[config.mk]
export PLATFORM = sky130hd
export DESIGN_NAME = etmr_ctrl
export DESIGN_NICKNAME = d
export VERILOG_FILES = /design/src/sv/etmr_pkg.sv /design/src/sv/etmr_ctrl.sv
export SDC_FILE = /design/constraint.sdc
export NUM_CORES = 1
export LEC_CHECK = 0
export BUFFER_PORTS_ARGS = -buffer_cell sky130_fd_sc_hd__buf_2
export CORE_MARGIN = 2
export CORE_UTILIZATION = 30
export CTS_CLUSTER_SIZE = 25
export DETAILED_ROUTE_END_ITERATION = 16
export PLACE_DENSITY = 0.65
export SYNTH_ARGS = -nofsm -noshare
export SYNTH_HDL_FRONTEND = slang
export SYNTH_SLANG_ARGS = --single-unit
[constraint.sdc]
create_clock -name clk_i -period 4.38 [get_ports clk_i]
set_input_delay 0.219 -clock clk_i [delete_from_list [all_inputs] [get_ports clk_i]]
set_output_delay 0.219 -clock clk_i [all_outputs]
set_load 0.05 [all_outputs]
[src/sv/etmr_pkg.sv]
// ----------------------------------------------------------------------------
// Explored tile map renderer package
// Shared opcode, state and command types used by controller and datapath.
// ----------------------------------------------------------------------------
package etmr_pkg;

  localparam int unsigned OpW       = 3;
  localparam int unsigned ColorW    = 32;
  localparam int unsigned TotalW    = 11;
  localparam int unsigned CellSizeW = 5;
  localparam int unsigned LevelW    = 4;
  localparam int unsigned CoordW    = 5;
  localparam int unsigned PixW      = 10;
  localparam int unsigned PartyW    = 6;

  // Map geometry; the field widths of the stream port are sized for these.
  localparam int unsigned MapSide     = 32;
  localparam int unsigned LevelCount  = 16;
  localparam int unsigned FrameWidth  = 1024;
  localparam int unsigned FrameHeight = 1024;

  localparam logic [CellSizeW-1:0] DefaultCell = 5'd4;
  localparam logic [ColorW-1:0] ResetWall  = 32'hFF80_8080;
  localparam logic [ColorW-1:0] ResetFloor = 32'hFF40_4040;
  localparam logic [ColorW-1:0] ResetParty = 32'hFF00_FF00;
  localparam logic [TotalW-1:0] TotalMax   = 11'h7FF;

  typedef enum logic [OpW-1:0] {
    OP_REVEAL = 3'd0,
    OP_QUERY  = 3'd1,
    OP_COUNT  = 3'd2,
    OP_LOAD   = 3'd3,
    OP_RENDER = 3'd4
  } op_e;

  typedef enum logic [2:0] {
    REG_CELL_SIZE = 3'd0,
    REG_WALL      = 3'd1,
    REG_FLOOR     = 3'd2,
    REG_PARTY     = 3'd3,
    REG_SHOWN     = 3'd4,
    REG_PCOL      = 3'd5,
    REG_PROW      = 3'd6
  } reg_e;

  typedef enum logic [3:0] {
    ST_CLEAR,
    ST_IDLE,
    ST_REVEAL,
    ST_QUERY,
    ST_COUNT,
    ST_COUNT_END,
    ST_DIV,
    ST_RENDER,
    ST_READ,
    ST_OUT
  } state_e;

  // Commands from controller to datapath.
  typedef struct packed {
    logic capture;     // take input item
    logic clear_step;  // clear pass: write zero, advance
    logic walk_init;   // start reveal or count walk
    logic walk_step;   // write/read and advance walk
    logic count_acc;   // accumulate read data
    logic div_start;
    logic div_step;
    logic render_rd;   // issue cell read for render
    logic query_rd;
    logic load_q;      // latch result into output register
    logic res_query;
    logic res_count;
    logic res_render;
    logic load_wr;     // terrain write
  } cmd_t;

  typedef struct packed {
    logic clear_done;
    logic walk_last;
    logic walk_skip;   // level out of range
    logic div_done;
  } sts_t;

endpackage

[src/sv/etmr_ctrl.sv]
// ----------------------------------------------------------------------------
// Explored tile map renderer controller
// Sequences clearing, walks, divides and result hand-off.
// ----------------------------------------------------------------------------
module etmr_ctrl (
  input  logic              clk_i,
  input  logic              rst_ni,
  input  logic              in_valid_i,
  input  logic [2:0]        in_op_i,
  output logic              in_ready_o,
  input  logic              out_busy_i,
  input  etmr_pkg::sts_t    sts_i,
  output etmr_pkg::cmd_t    cmd_o
);

  etmr_pkg::state_e state_q, state_d;
  logic             accept;

  assign accept = in_valid_i && in_ready_o;

  always_comb begin
    in_ready_o = (state_q == etmr_pkg::ST_IDLE);
  end

  always_comb begin
    state_d = state_q;
    unique case (state_q)
      etmr_pkg::ST_CLEAR: begin
        if (sts_i.clear_done) state_d = etmr_pkg::ST_IDLE;
      end
      etmr_pkg::ST_IDLE: begin
        if (accept) begin
          unique case (in_op_i)
            etmr_pkg::OP_REVEAL: state_d = etmr_pkg::ST_REVEAL;
            etmr_pkg::OP_QUERY:  state_d = etmr_pkg::ST_QUERY;
            etmr_pkg::OP_COUNT:  state_d = etmr_pkg::ST_COUNT;
            etmr_pkg::OP_RENDER: state_d = etmr_pkg::ST_DIV;
            default:             state_d = etmr_pkg::ST_IDLE;
          endcase
        end
      end
      etmr_pkg::ST_REVEAL: begin
        if (sts_i.walk_skip || sts_i.walk_last) state_d = etmr_pkg::ST_IDLE;
      end
      etmr_pkg::ST_QUERY:  state_d = etmr_pkg::ST_READ;
      etmr_pkg::ST_COUNT: begin
        if (sts_i.walk_skip || sts_i.walk_last) state_d = etmr_pkg::ST_COUNT_END;
      end
      etmr_pkg::ST_COUNT_END: state_d = etmr_pkg::ST_OUT;
      etmr_pkg::ST_DIV: begin
        if (sts_i.div_done) state_d = etmr_pkg::ST_RENDER;
      end
      etmr_pkg::ST_RENDER: state_d = etmr_pkg::ST_READ;
      etmr_pkg::ST_READ:   state_d = etmr_pkg::ST_OUT;
      etmr_pkg::ST_OUT: begin
        if (!out_busy_i) state_d = etmr_pkg::ST_IDLE;
      end
      default: state_d = etmr_pkg::ST_IDLE;
    endcase
  end

  // Remember which result is pending so ST_OUT knows what to latch.
  etmr_pkg::op_e kind_q, kind_d;
  always_comb begin
    kind_d = kind_q;
    if (accept) kind_d = etmr_pkg::op_e'(in_op_i);
  end

  always_comb begin
    cmd_o = '0;
    cmd_o.capture = accept;
    cmd_o.load_wr = accept && (in_op_i == etmr_pkg::OP_LOAD);
    unique case (state_q)
      etmr_pkg::ST_CLEAR:  cmd_o.clear_step = 1'b1;
      etmr_pkg::ST_IDLE:   cmd_o.walk_init = accept;
      etmr_pkg::ST_REVEAL: cmd_o.walk_step = 1'b1;
      etmr_pkg::ST_COUNT: begin
        cmd_o.walk_step = 1'b1;
        cmd_o.count_acc = 1'b1;
      end
      etmr_pkg::ST_COUNT_END: cmd_o.count_acc = 1'b1;
      etmr_pkg::ST_QUERY:  cmd_o.query_rd = 1'b1;
      etmr_pkg::ST_DIV:    cmd_o.div_step = 1'b1;
      etmr_pkg::ST_RENDER: cmd_o.render_rd = 1'b1;
      etmr_pkg::ST_OUT: begin
        cmd_o.load_q     = !out_busy_i;
        cmd_o.res_query  = (kind_q == etmr_pkg::OP_QUERY);
        cmd_o.res_count  = (kind_q == etmr_pkg::OP_COUNT);
        cmd_o.res_render = (kind_q == etmr_pkg::OP_RENDER);
      end
      default: ;
    endcase
    cmd_o.div_start = accept && (in_op_i == etmr_pkg::OP_RENDER);
  end

  always_ff @(posedge clk_i or negedge rst_ni) begin
    if (!rst_ni) begin
      state_q <= etmr_pkg::ST_CLEAR;
      kind_q  <= etmr_pkg::OP_REVEAL;
    end else begin
      state_q <= state_d;
      kind_q  <= kind_d;
    end
  end

endmodule

==> results of run 1 <==
-- synthesized netlist by cell type (all sizes together) --
cell	count
a211oi	1
buf	6
o2111ai	1
or4	1
nor4b	5
a32o	1
nor4	1
mux2	3
o21ai	2
nor2	6
dfrtp	7
nor3	5
and3b	1
nand3b	1
o211ai	2
and2	1
o31ai	2
nand2	5
o32ai	1
inv	3
nor3b	1
xnor2	2
-- flip-flops by register name, indices dropped and copies added, names as in the netlist --
| name | count |
|---|---|
| state_q | 4 |
| kind_q | 3 |
-- worst max-delay path: stages, from the launching register on --
cell,delay (ps)
dfrtp_1,580
inv_4,70
or4_4,570
nor4b_2,270
buf_2,300
-- placed cells by master (no fill, tap or decap), types with 2 or more instances in the layout --
cell type / instances
o31ai_1: 2
o21ai_0: 2
dfrtp_1: 7
buf_2: 25
nand2_1: 5
nor4b_1: 3
clkbuf_4: 3
o211ai_1: 2
nor2_1: 6
mux2_1: 3
nor3_1: 5
xnor2_1: 2
-- metal layers --
layer,vias to the layer above,global-route usage,share of wire
li1,265,-,-
met1,241,0.1695,0.44
met2,26,0.1833,0.45
met3,2,0.04314,0.095
met4,0,0.06857,0.015
met5,-,0,0
-- how the worst max path moves through the flow --
stage / cells after the start / from / slack, ps / to
6_report: 4 / state_q[3]$_DFFE_PN0P_ / 2130 / cmd_o[1]
5_1_grt: 4 / state_q[3]$_DFFE_PN0P_ / 2050 / cmd_o[2]
4_1_cts: 4 / state_q[3]$_DFFE_PN0P_ / 2130 / cmd_o[1]
3_5_place_dp: 4 / state_q[3]$_DFFE_PN0P_ / 2400 / cmd_o[1]
3_3_place_gp: 4 / state_q[3]$_DFFE_PN0P_ / 2450 / cmd_o[2]
2_1_floorplan: 4 / state_q[3]$_DFFE_PN0P_ / 980 / cmd_o[8]
-- layout make-up --
class / count / share of cell area
repair buffers: 26 / 0.1967
clock buffers: 4 / 0.03825
flip-flops and latches: 7 / 0.2550
inverters: 3 / 0.02004
well taps: 25 / 0.04554
multi-input cells: 42 / 0.4444
-- what timing repair did --
item,CTS,global route
endpoints found under the hold margin,7,0
gates resized for setup,0,0
hold buffers,1,0
-- power groups by stage --
stage | Combinational, W | Clock, W | Sequential [W]
CTS | 0.000291 | 0.0000596 | 0.000150
finish | 0.000290 | 0.0000579 | 0.000151
detailed placement | 0.000289 | 0 | 0.000151
global route | 0.000306 | 0.0000644 | 0.000155
floorplan | 0.000292 | 0 | 0.000110
global placement | 0.000287 | 0 | 0.000147
-- through the flow --
stage	hold slack [ps]	area (µm²)	setup WS, ps	cells	util
after floorplan	-76.59	535.5	975.4	58	-
after global placement	64.28	650.6	2450	102	0.3810
after detailed placement	70.89	650.6	2396	102	0.3810
after CTS	230.5	686.9	2126	107	0.4022
after global routing	259.1	686.9	2055	107	0.4022
final	236.0	686.9	2130	107	0.4022
-- kinds of logic after synthesis --
| family | after synthesis |
|---|---|
| xor gates and xnor gates | 2 |
| muxes | 3 |
| buffers and inverters | 9 |
| and+or+nand+nor | 27 |
| DFF | 7 |
| AOI/OAI and AO/OA | 10 |
==> summary.txt, run 1 <==
Run status
  • Status: completed

Synthesis
  • Cell taking the most area after synthesis: dfrtp_1
  • Syn_area_per_cell: ~9.2 µm²
  • Synth area leaders: dfrtp_1 (33%), mux2_1 (6.3%), nor4b_1 (4.9%)
  • Largest family of logic cells by synthesized area: simple AND/OR/NAND/NOR gates
  • XOR/XNOR Fraction of Synth Area: 0.03271
  • Yosys cell types: 28
  • YS warnings: 0
  • Post-synth top area share: 0.3271
  • Syn Nets: 69
  • Post-synthesis compound-gate area fraction: 0.1402
  • Seq cells post-synth: 7
  • Post-Synthesis Cells: between 50 and 60
  • Synthesized area: 535.5 µm²
  • Mux share of post-synthesis cell area: 0.06308
  • Register area share after synthesis: 0.3271
  • Simple-gate share of the synthesized area: 0.3341
  • Adder-cell share of the synthesized area: 0

Pwr
  • Largest vdd supply drop: between 0.3 and 0.4 mV
  • PwrDens: ~730 mW/mm²
  • P_sw: between 0.0002 and 0.0003 W
  • Int Pwr: roughly 0.00022 W
  • Switching part of the total: 0.5534
  • Sequential group share of total power: 0.302
  • LEAKAGE: roughly 0.32 nW
  • Pwr Total: around 0.0005 W
  • Clock power share: 0.116
  • Logic pwr share: 0.581

Critical path
  • Reg2reg start: state_q[2]$_DFFE_PN0P_
  • CP max FO: 10
  • Required time worst endpoint: 4160 ps
  • Worst r2r path cells: 3
  • Worst reg-to-reg setup slack: approximately 2800 ps
  • Reg-to-reg critical path endpoint: kind_q[2]$_DFFE_PN0P_
  • CP Class: reg -> out
  • Critical path launch point type: register
  • Endpoint class of the critical path: primary output
  • CP Data Arrival Time: just over 2000 ps

Place
  • Gpl congestion: roughly 0.76
  • Port Buffers: 25
  • Post-DP HPWL: 975.7 µm

Timing
  • Slew @ Worst Pin: roughly 450 ps
  • Final setup fails: 0
  • Period utilization: 0.5137
  • RSZ-0062 raised after global routing: no
  • Hold Fails Final Rpt: 0
  • Setup TNS: 0 ps
  • Fmax: ~440 MHz
  • Slew HR: 0.7007
  • Post-layout min period: 2250 ps
  • Fin. max-slew vios: 0
  • Worst Clk Skew: about 8.3 ps

Route
  • WL/cell: about 12 µm
  • # DRC: 0
  • Via/cell ratio: between 4 and 5
  • Initial DRC count: 17
  • Vias: 534
  • Initial DRT Pass Iterations: 4
  • Post-DRT Antenna Nets: 0
  • Final wirelength: between 1000 and 1500 µm

Clock network
  • Total CTS buffers: 3
  • CTS tree: built
  • Post-CTS setup buffers: 0
  • Root buffer cell: clkbuf_4
  • CTS clk-pin slew, worst paths: around 60 ps
  • Clock Sinks: 7
  • Worst skew pair latency: 250 ps
  • Max Root-Sink Buffers: 2
  • Htree depth: 1

Global routing
  • Global route total overflow: 0
  • Overall global routing resource usage: 0.1286
  • First-pass GRT wire length: roughly 1900 µm
  • Pin count of the biggest net entering global routing: 14
  • Vias in the first global route: 416
  • Initial antenna violation count: 0

Floorplan
  • Row cnt: 15
  • Core area: 0.001708 mm²
  • Starting Density: 0.3136
  • Die area: around 0.0021 mm²
  • # IOs: 26
  • Die Y-Extent: between 40 and 50 µm
  • Die Wd: around 46 µm

Finish
  • Filler Cell Count: 181
  • Ant. Diodes: 0
  • Nets: 94
  • Synthesis-to-finish area growth: 28.27%
  • Multi-input gate area: between 300 and 400 µm²
  • Layout cells sized above 1: 0.4024
  • FF+latch area: 175.2 µm²

Hold path
  • HP Class: in -> reg
  • Worst Hold End: state_q[1]$_DFFE_PN0P_
  • Hold path depth: 2
  • Hold path startpoint: in_op_i[1]

Flow run
  • Max Cap Viol: 0
Note: power is estimated with default switching activity, not from simulation.
==> inputs of run 2 (changes only) <==
--- a/config.mk
+++ b/config.mk
@@ -10,7 +10,7 @@
 export CORE_UTILIZATION = 30
 export CTS_CLUSTER_SIZE = 25
 export DETAILED_ROUTE_END_ITERATION = 16
-export PLACE_DENSITY = 0.65
+export PLACE_DENSITY = 0.67
 export SYNTH_ARGS = -nofsm -noshare
 export SYNTH_HDL_FRONTEND = slang
 export SYNTH_SLANG_ARGS = --single-unit
==> constraint.sdc (replaced) <==
create_clock -name clk_i -period 1.9 [get_ports clk_i]
set_input_delay 0.095 -clock clk_i [delete_from_list [all_inputs] [get_ports clk_i]]
set_output_delay 0.095 -clock clk_i [all_outputs]
set_load 0.05 [all_outputs]
==> summary.txt, run 2 (synthesis results as in run 1) <==
Floorplan
  • Die Wd: 46.25 µm (unchanged)
  • Die Y-Extent: 46.25 µm (unchanged)
  • Core area: 0.001708 mm² (unchanged)
  • Row cnt: 15 (unchanged)
  • # IOs: 26 (unchanged)
  • Starting Density: 0.3136 (unchanged)
  • Die area: 0.002139 mm² (unchanged)

Timing
  • Final setup fails: 0 (unchanged)
  • Fmax: roughly 530 MHz
  • Worst hold slack: 149.4 ps (was 236.0 ps)
  • Slew HR: 0.7888 (was 0.7007)
  • Fin. max-slew vios: 0 (unchanged)
  • Worst Clk Skew: 2.399 ps (was 8.337 ps)
  • Worst setup margin: 25.11 ps (was 2130 ps)
  • Slew @ Worst Pin: 314.2 ps (was 448.9 ps)
  • Period utilization: 0.9868
  • Post-layout min period: about 1900 ps
  • RSZ-0062 raised after global routing: yes (was no)
  • Hold Fails Final Rpt: 0 (unchanged)

Critical path
  • CP max FO: 4 (was 10)
  • CP Class: reg -> out (unchanged)
  • CP peak stage delay: 600 ps (was 580 ps)
  • Critical path launch point type: register (unchanged)
  • CP Data Arrival Time: 1780 ps (was 2030 ps)
  • Delay-heaviest family, CP: simple AND/OR/NAND/NOR gates (unchanged)
  • Worst r2r path cells: 3 (unchanged)
  • CP Cell Sequence: inv_4, or4_4, nor4b_4, buf_6 (was inv_4, or4_4, nor4b_2, buf_2)
  • CP Depth: 4 (unchanged)
  • Crit path buffers/inverters: 2 (unchanged)
  • Required time worst endpoint: 1800 ps (was 4160 ps)
  • Endpoint class of the critical path: primary output (unchanged)
  • Worst path slowest cell: or4_4 (was dfrtp_1)

Clock network
  • CTS clk-pin slew, worst paths: 50 ps (was 60 ps)
  • Total CTS buffers: 3 (unchanged)
  • Max Root-Sink Buffers: 2 (unchanged)
  • Root buffer cell: clkbuf_4 (unchanged)
  • Worst skew pair latency: 240 ps (was 250 ps)
  • CTS tree: built (unchanged)
  • Htree depth: 1 (unchanged)
  • Clock Sinks: 7 (unchanged)

Finish
  • Layout cells sized above 1: 0.5281 (was 0.4024)
  • Max FFs per register: 4 (unchanged)
  • Most flop-heavy register: state_q (unchanged)
  • Commonest non-fill, non-tap cell in the layout: buf_2 (unchanged)
  • Ant. Diodes: 0 (unchanged)
  • Synthesis-to-finish area growth: 55.84% (was 28.27%)
  • Post-route cell area: 834.6 µm² (was 686.9 µm²)
  • Nets: 101 (was 94)
  • Most frequent cells in the layout: buf_2 (21), buf_4 (8), nor2_1 (6), dfrtp_1 (6), nor4b_4 (5) (was buf_2 (25), dfrtp_1 (7), nor2_1 (6))
  • Top flop regs: state_q (4), kind_q (3) (unchanged)
  • Layout Utilization: 0.4886 (was 0.4022)

Run status
  • Status: completed (unchanged)

Route
  • Via/cell ratio: 5.026 (was 4.991)
  • Initial DRC count: 14 (was 17)
  • Post-DRT Antenna Nets: 0 (unchanged)
  • WL/cell: 12.91 µm (was 11.61 µm)
  • Initial DRT Pass Iterations: 4 (unchanged)
  • Vias: 573 (was 534)
  • # DRC: 0 (unchanged)
  • Final wirelength: 1472 µm (was 1242 µm)

Pwr
  • LEAKAGE: 0.3911 nW (was 0.3247 nW)
  • Largest vdd supply drop: 0.6852 mV (was 0.3759 mV)
  • PwrDens: 1631 mW/mm² (was 725.6 mW/mm²)
  • Pwr Total: 0.001361 W (was 0.0004984 W)

Global routing
  • Pin count of the biggest net entering global routing: 12 (was 14)
  • Initial antenna violation count: 0 (unchanged)
  • Global route total overflow: 0 (unchanged)
  • First-pass GRT wire length: 2415 µm (was 1911 µm)
  • Vias in the first global route: 547 (was 416)
  • Overall global routing resource usage: 0.1580 (was 0.1286)

Place
  • Port Buffers: 25 (unchanged)
  • DP Area: 753.2 µm² (was 650.6 µm²)
  • Gpl congestion: 0.7352 (was 0.7640)
  • Post-DP HPWL: 1183 µm (was 975.7 µm)
  • Pre-CTS WS: 107.5 ps (was 2396 ps)

Hold path
  • HP Class: in -> reg (unchanged)
  • Hold path depth: 2 (unchanged)

Flow run
  • Max Cap Viol: 0 (unchanged)
[run 2: where the power goes]
part / internal, W / switching [W] / total [W]
logic: 0.000333 / 0.000560 / 0.000893
registers: 0.000215 / 0.000123 / 0.000337
clock network: 0.0000799 / 0.0000509 / 0.000131
[run 2: final cells by class]
type	instances	area, µm²
fill	171	873.3
multi-input combinational	42	377.9
timing repair buffer	33	209.0
sequential	7	176.4
tap	25	31.28
clock buffer	4	26.28
inverter	3	13.76
[run 2: path summary, 6_finish.rpt]
kind | end | from | slack, ps
max in group asynchronous | state_q[3]$_DFFE_PN0P_ | rst_ni | 1520
hold reg to reg | state_q[3]$_DFFE_PN0P_ | state_q[0]$_DFFE_PN0P_ | 680
hold / removal | state_q[2]$_DFFE_PN0P_ | in_op_i[0] | 150
min in group asynchronous | kind_q[0]$_DFFE_PN0P_ | rst_ni | 210
setup reg to reg | kind_q[0]$_DFFE_PN0P_ | state_q[1]$_DFFE_PN0P_ | 480
setup / recovery | cmd_o[3] | state_q[3]$_DFFE_PN0P_ | 30
[run 2: repair_timing]
action	4_1_cts	5_1_grt
pin swaps	1	1
setup endpoints to repair	4	3
hold buffers	1	0
gates resized for setup	6	2
buffers inserted	0	3
endpoints found under the hold margin	7	0
[run 2: worst reg2reg max path: cells and delay by family (launching register included)]
family,cells,cell delay [ps]
multiplexers,1,360
AND/OR/NAND/NOR,2,530
flip-flops,1,410
[run 2: routing by layer]
metal / share of wire / wire (µm) / global-route usage
met5: 0 / 0 / 0
met3: 0.056 / 82 / 0.02353
met1: 0.43 / 640 / 0.1991
met4: 0 / 0 / 0.06286
met2: 0.51 / 749 / 0.2667
[run 2: through the flow]
| stage | std cells | setup TNS [ps] |
|---|---|---|
| 6_report | 114 | 0 |
| 3_3_place_gp | 106 | 0 |
| 5_1_grt | 114 | -52.45 |
| 4_1_cts | 111 | 0 |
| 3_5_place_dp | 106 | 0 |
| 2_1_floorplan | 58 | -858.1 |
==> inputs of run 3 (changes only) <==
--- a/config.mk
+++ b/config.mk
@@ -6,11 +6,13 @@
 export NUM_CORES = 1
 export LEC_CHECK = 0
 export BUFFER_PORTS_ARGS = -buffer_cell sky130_fd_sc_hd__buf_2
+export CELL_PAD_IN_SITES_DETAIL_PLACEMENT = 1
+export CELL_PAD_IN_SITES_GLOBAL_PLACEMENT = 1
 export CORE_MARGIN = 2
 export CORE_UTILIZATION = 30
 export CTS_CLUSTER_SIZE = 25
 export DETAILED_ROUTE_END_ITERATION = 16
-export PLACE_DENSITY = 0.67
+export PLACE_DENSITY = 0.83
 export SYNTH_ARGS = -nofsm -noshare
 export SYNTH_HDL_FRONTEND = slang
 export SYNTH_SLANG_ARGS = --single-unit
==> constraint.sdc (replaced) <==
create_clock -name clk_i -period 2 [get_ports clk_i]
set_input_delay 0.1 -clock clk_i [delete_from_list [all_inputs] [get_ports clk_i]]
set_output_delay 0.1 -clock clk_i [all_outputs]
set_load 0.05 [all_outputs]
==> summary.txt, run 3 (synthesis results as in run 1) <==
Run status
  • Status: completed (unchanged)

Critical path
  • Critical Path Sink: cmd_o[1] (was cmd_o[3])
  • Crit path buffers/inverters: 2 (unchanged)
  • Worst reg-to-reg setup slack: 570 ps (was 480 ps)
  • CP Cell Sequence: inv_4, or4_4, nor4b_4, buf_4 (was inv_4, or4_4, nor4b_4, buf_6)
  • Critical path launch point type: register (unchanged)
  • CP Depth: 4 (unchanged)
  • CP peak stage delay: 600 ps (about the same)
  • Delay-heaviest family, CP: simple AND/OR/NAND/NOR gates (unchanged)
  • CP max FO: 4 (unchanged)
  • Required time worst endpoint: 1900 ps (was 1800 ps)
  • Reg2reg start: state_q[2]$_DFFE_PN0P_ (was state_q[1]$_DFFE_PN0P_)
  • Worst path slowest cell: or4_4 (unchanged)
  • CP Data Arrival Time: 1830 ps (was 1780 ps)
  • Setup crit start: state_q[3]$_DFFE_PN0P_ (unchanged)
  • Endpoint class of the critical path: primary output (unchanged)
  • Worst r2r path cells: 3 (unchanged)
  • CP Class: reg -> out (unchanged)
  • Reg-to-reg critical path endpoint: kind_q[2]$_DFFE_PN0P_ (was kind_q[0]$_DFFE_PN0P_)

Pwr
  • Largest vdd supply drop: 0.7232 mV (was 0.6852 mV)
  • Clock power share: 0.101 (was 0.096)
  • PwrDens: 1571 mW/mm² (was 1631 mW/mm²)
  • Logic pwr share: 0.644 (was 0.656)
  • Switching part of the total: 0.5488 (was 0.5391)
  • Pwr Total: 0.001272 W (was 0.001361 W)
  • P_sw: 0.0006978 W (was 0.0007337 W)
  • LEAKAGE: 0.3832 nW (was 0.3911 nW)
  • Int Pwr: 0.0005737 W (was 0.0006271 W)
  • Sequential group share of total power: 0.255 (was 0.248)

Finish
  • Nets: 99 (was 101)
  • Synthesis-to-finish area growth: 51.17% (was 55.84%)
  • Final std cells w/o fill: 112 (was 114)
  • Commonest non-fill, non-tap cell in the layout: buf_2 (unchanged)
  • Ant. Diodes: 0 (unchanged)
  • Max FFs per register: 4 (unchanged)
  • Most frequent cells in the layout: buf_2 (21), buf_4 (8), nor2_1 (6) (was buf_2 (21), buf_4 (8), nor2_1 (6), dfrtp_1 (6), nor4b_4 (5))
  • Filler Cell Count: 206 (was 171)
  • Layout cells sized above 1: 0.5172 (was 0.5281)
  • FF+latch area: 177.7 µm² (was 176.4 µm²)
  • Post-route cell area: 809.5 µm² (was 834.6 µm²)
  • Most flop-heavy register: state_q (unchanged)
  • Multi-input gate area: 377.9 µm² (unchanged)
  • Top flop regs: state_q (4), kind_q (3) (unchanged)

Global routing
  • Vias in the first global route: 525 (was 547)
  • Initial antenna violation count: 0 (unchanged)
  • Pin count of the biggest net entering global routing: 12 (unchanged)
  • Overall global routing resource usage: 0.1657 (was 0.1580)
  • Global route total overflow: 0 (unchanged)
  • First-pass GRT wire length: 2449 µm (was 2415 µm)

Timing
  • Setup TNS: 0 ps (unchanged)
  • Final setup fails: 0 (unchanged)
  • Fmax: between 500 and 600 MHz
  • RSZ-0062 raised after global routing: no (was yes)
  • Worst Clk Skew: 4.819 ps (was 2.399 ps)
  • Slew @ Worst Pin: 286.1 ps (was 314.2 ps)
  • Post-layout min period: between 1500 and 2000 ps
  • Fin. max-slew vios: 0 (unchanged)
  • Hold Fails Final Rpt: 0 (unchanged)
  • Slew HR: 0.8085 (was 0.7888)
  • Period utilization: 0.9655
  • Worst hold slack: 150.7 ps (was 149.4 ps)

Place
  • Post-DP HPWL: 1205 µm (was 1183 µm)
  • Gpl congestion: 0.7556 (was 0.7352)
  • DP Area: 740.7 µm² (was 753.2 µm²)
  • Port Buffers: 25 (unchanged)
  • DP Cell Count: 105 (was 106)

Clock network
  • CTS tree: built (unchanged)
  • Total CTS buffers: 3 (unchanged)
  • Htree depth: 1 (unchanged)
  • CTS clk-pin slew, worst paths: 60 ps (was 50 ps)
  • Max Root-Sink Buffers: 2 (unchanged)
  • Root buffer cell: clkbuf_4 (unchanged)
  • Worst skew pair latency: 250 ps (was 240 ps)
  • Clock Sinks: 7 (unchanged)

Route
  • Post-DRT Antenna Nets: 0 (unchanged)
  • WL/cell: 14.32 µm (was 12.91 µm)
  • # DRC: 0 (unchanged)
  • Initial DRC count: 2 (was 14)
  • Final wirelength: 1604 µm (was 1472 µm)
  • Initial DRT Pass Iterations: 2 (was 4)
  • Vias: 557 (was 573)
  • Via/cell ratio: 4.973 (was 5.026)

Flow run
  • Max Cap Viol: 0 (unchanged)

Floorplan
  • Starting Density: 0.3136 (unchanged)
  • Row cnt: 15 (unchanged)
  • # IOs: 26 (unchanged)
  • Die Y-Extent: 46.25 µm (unchanged)
  • Die area: 0.002139 mm² (unchanged)
  • Die Wd: 46.25 µm (unchanged)
  • Core area: 0.001708 mm² (unchanged)

Hold path
  • Hold path startpoint: out_busy_i (was in_op_i[0])
  • HP Class: in -> reg (unchanged)
==> run 3: worst min-delay path by stage <==
stage	end	slack, ps	depth (start not counted)
floorplan	kind_q[0]$_DFFE_PN0P_	-200	0
global placement	kind_q[1]$_DFFE_PN0P_	-60	1
detailed placement	kind_q[1]$_DFFE_PN0P_	-60	1
CTS	state_q[3]$_DFFE_PN0P_	150	3
global route	state_q[3]$_DFFE_PN0P_	180	3
finish	state_q[3]$_DFFE_PN0P_	150	3
==> run 3: cell type report <==
| cell class | count | share of cell area |
|---|---|---|
| repair buffers | 31 | 0.2257 |
| well taps | 25 | 0.03864 |
| clock buffers | 4 | 0.03246 |
| inverters | 3 | 0.01700 |
| flip-flops and latches | 7 | 0.2195 |
| multi-input cells | 42 | 0.4668 |
==> run 3: per-layer routing <==
layer / up-vias / share of wire / global-route usage
met3: 2 / 0.050 / 0.05098
met4: 0 / 0.011 / 0.05143
met5: - / 0 / 0
met2: 18 / 0.49 / 0.2694
met1: 264 / 0.45 / 0.2081
li1: 273 / - / -
==> run 3: power groups by stage <==
stage	combinational [W]	clock [W]	sequential, W
5_1_grt	0.000864	0.000139	0.000337
6_report	0.000819	0.000128	0.000324
4_1_cts	0.000767	0.000133	0.000339
3_5_place_dp	0.000756	0	0.000335
3_3_place_gp	0.000741	0	0.000324
2_1_floorplan	0.000691	0	0.000272
==> run 3: tightest hold or removal path, cell delays in order <==
cell	delay [ps]
buf_2	100
o211ai_1	80
o31ai_1	80
==> run 3: stage by stage <==
| step | utilization | setup WS [ps] |
|---|---|---|
| 6_report | 0.4740 | 69.07 |
| 4_1_cts | 0.4608 | 37.21 |
| 3_3_place_gp | 0.4337 | 222.7 |
| 3_5_place_dp | 0.4337 | 173.2 |
| 2_1_floorplan | - | -258.6 |
| 5_1_grt | 0.4740 | 6.857 |
==> run 3: repair_timing <==
item	CTS	global route
resized for setup	5	2
setup endpoints to repair	4	2
buffers inserted	0	2
pin swaps	0	0
hold buffers	1	0
hold endpoints to repair	7	0
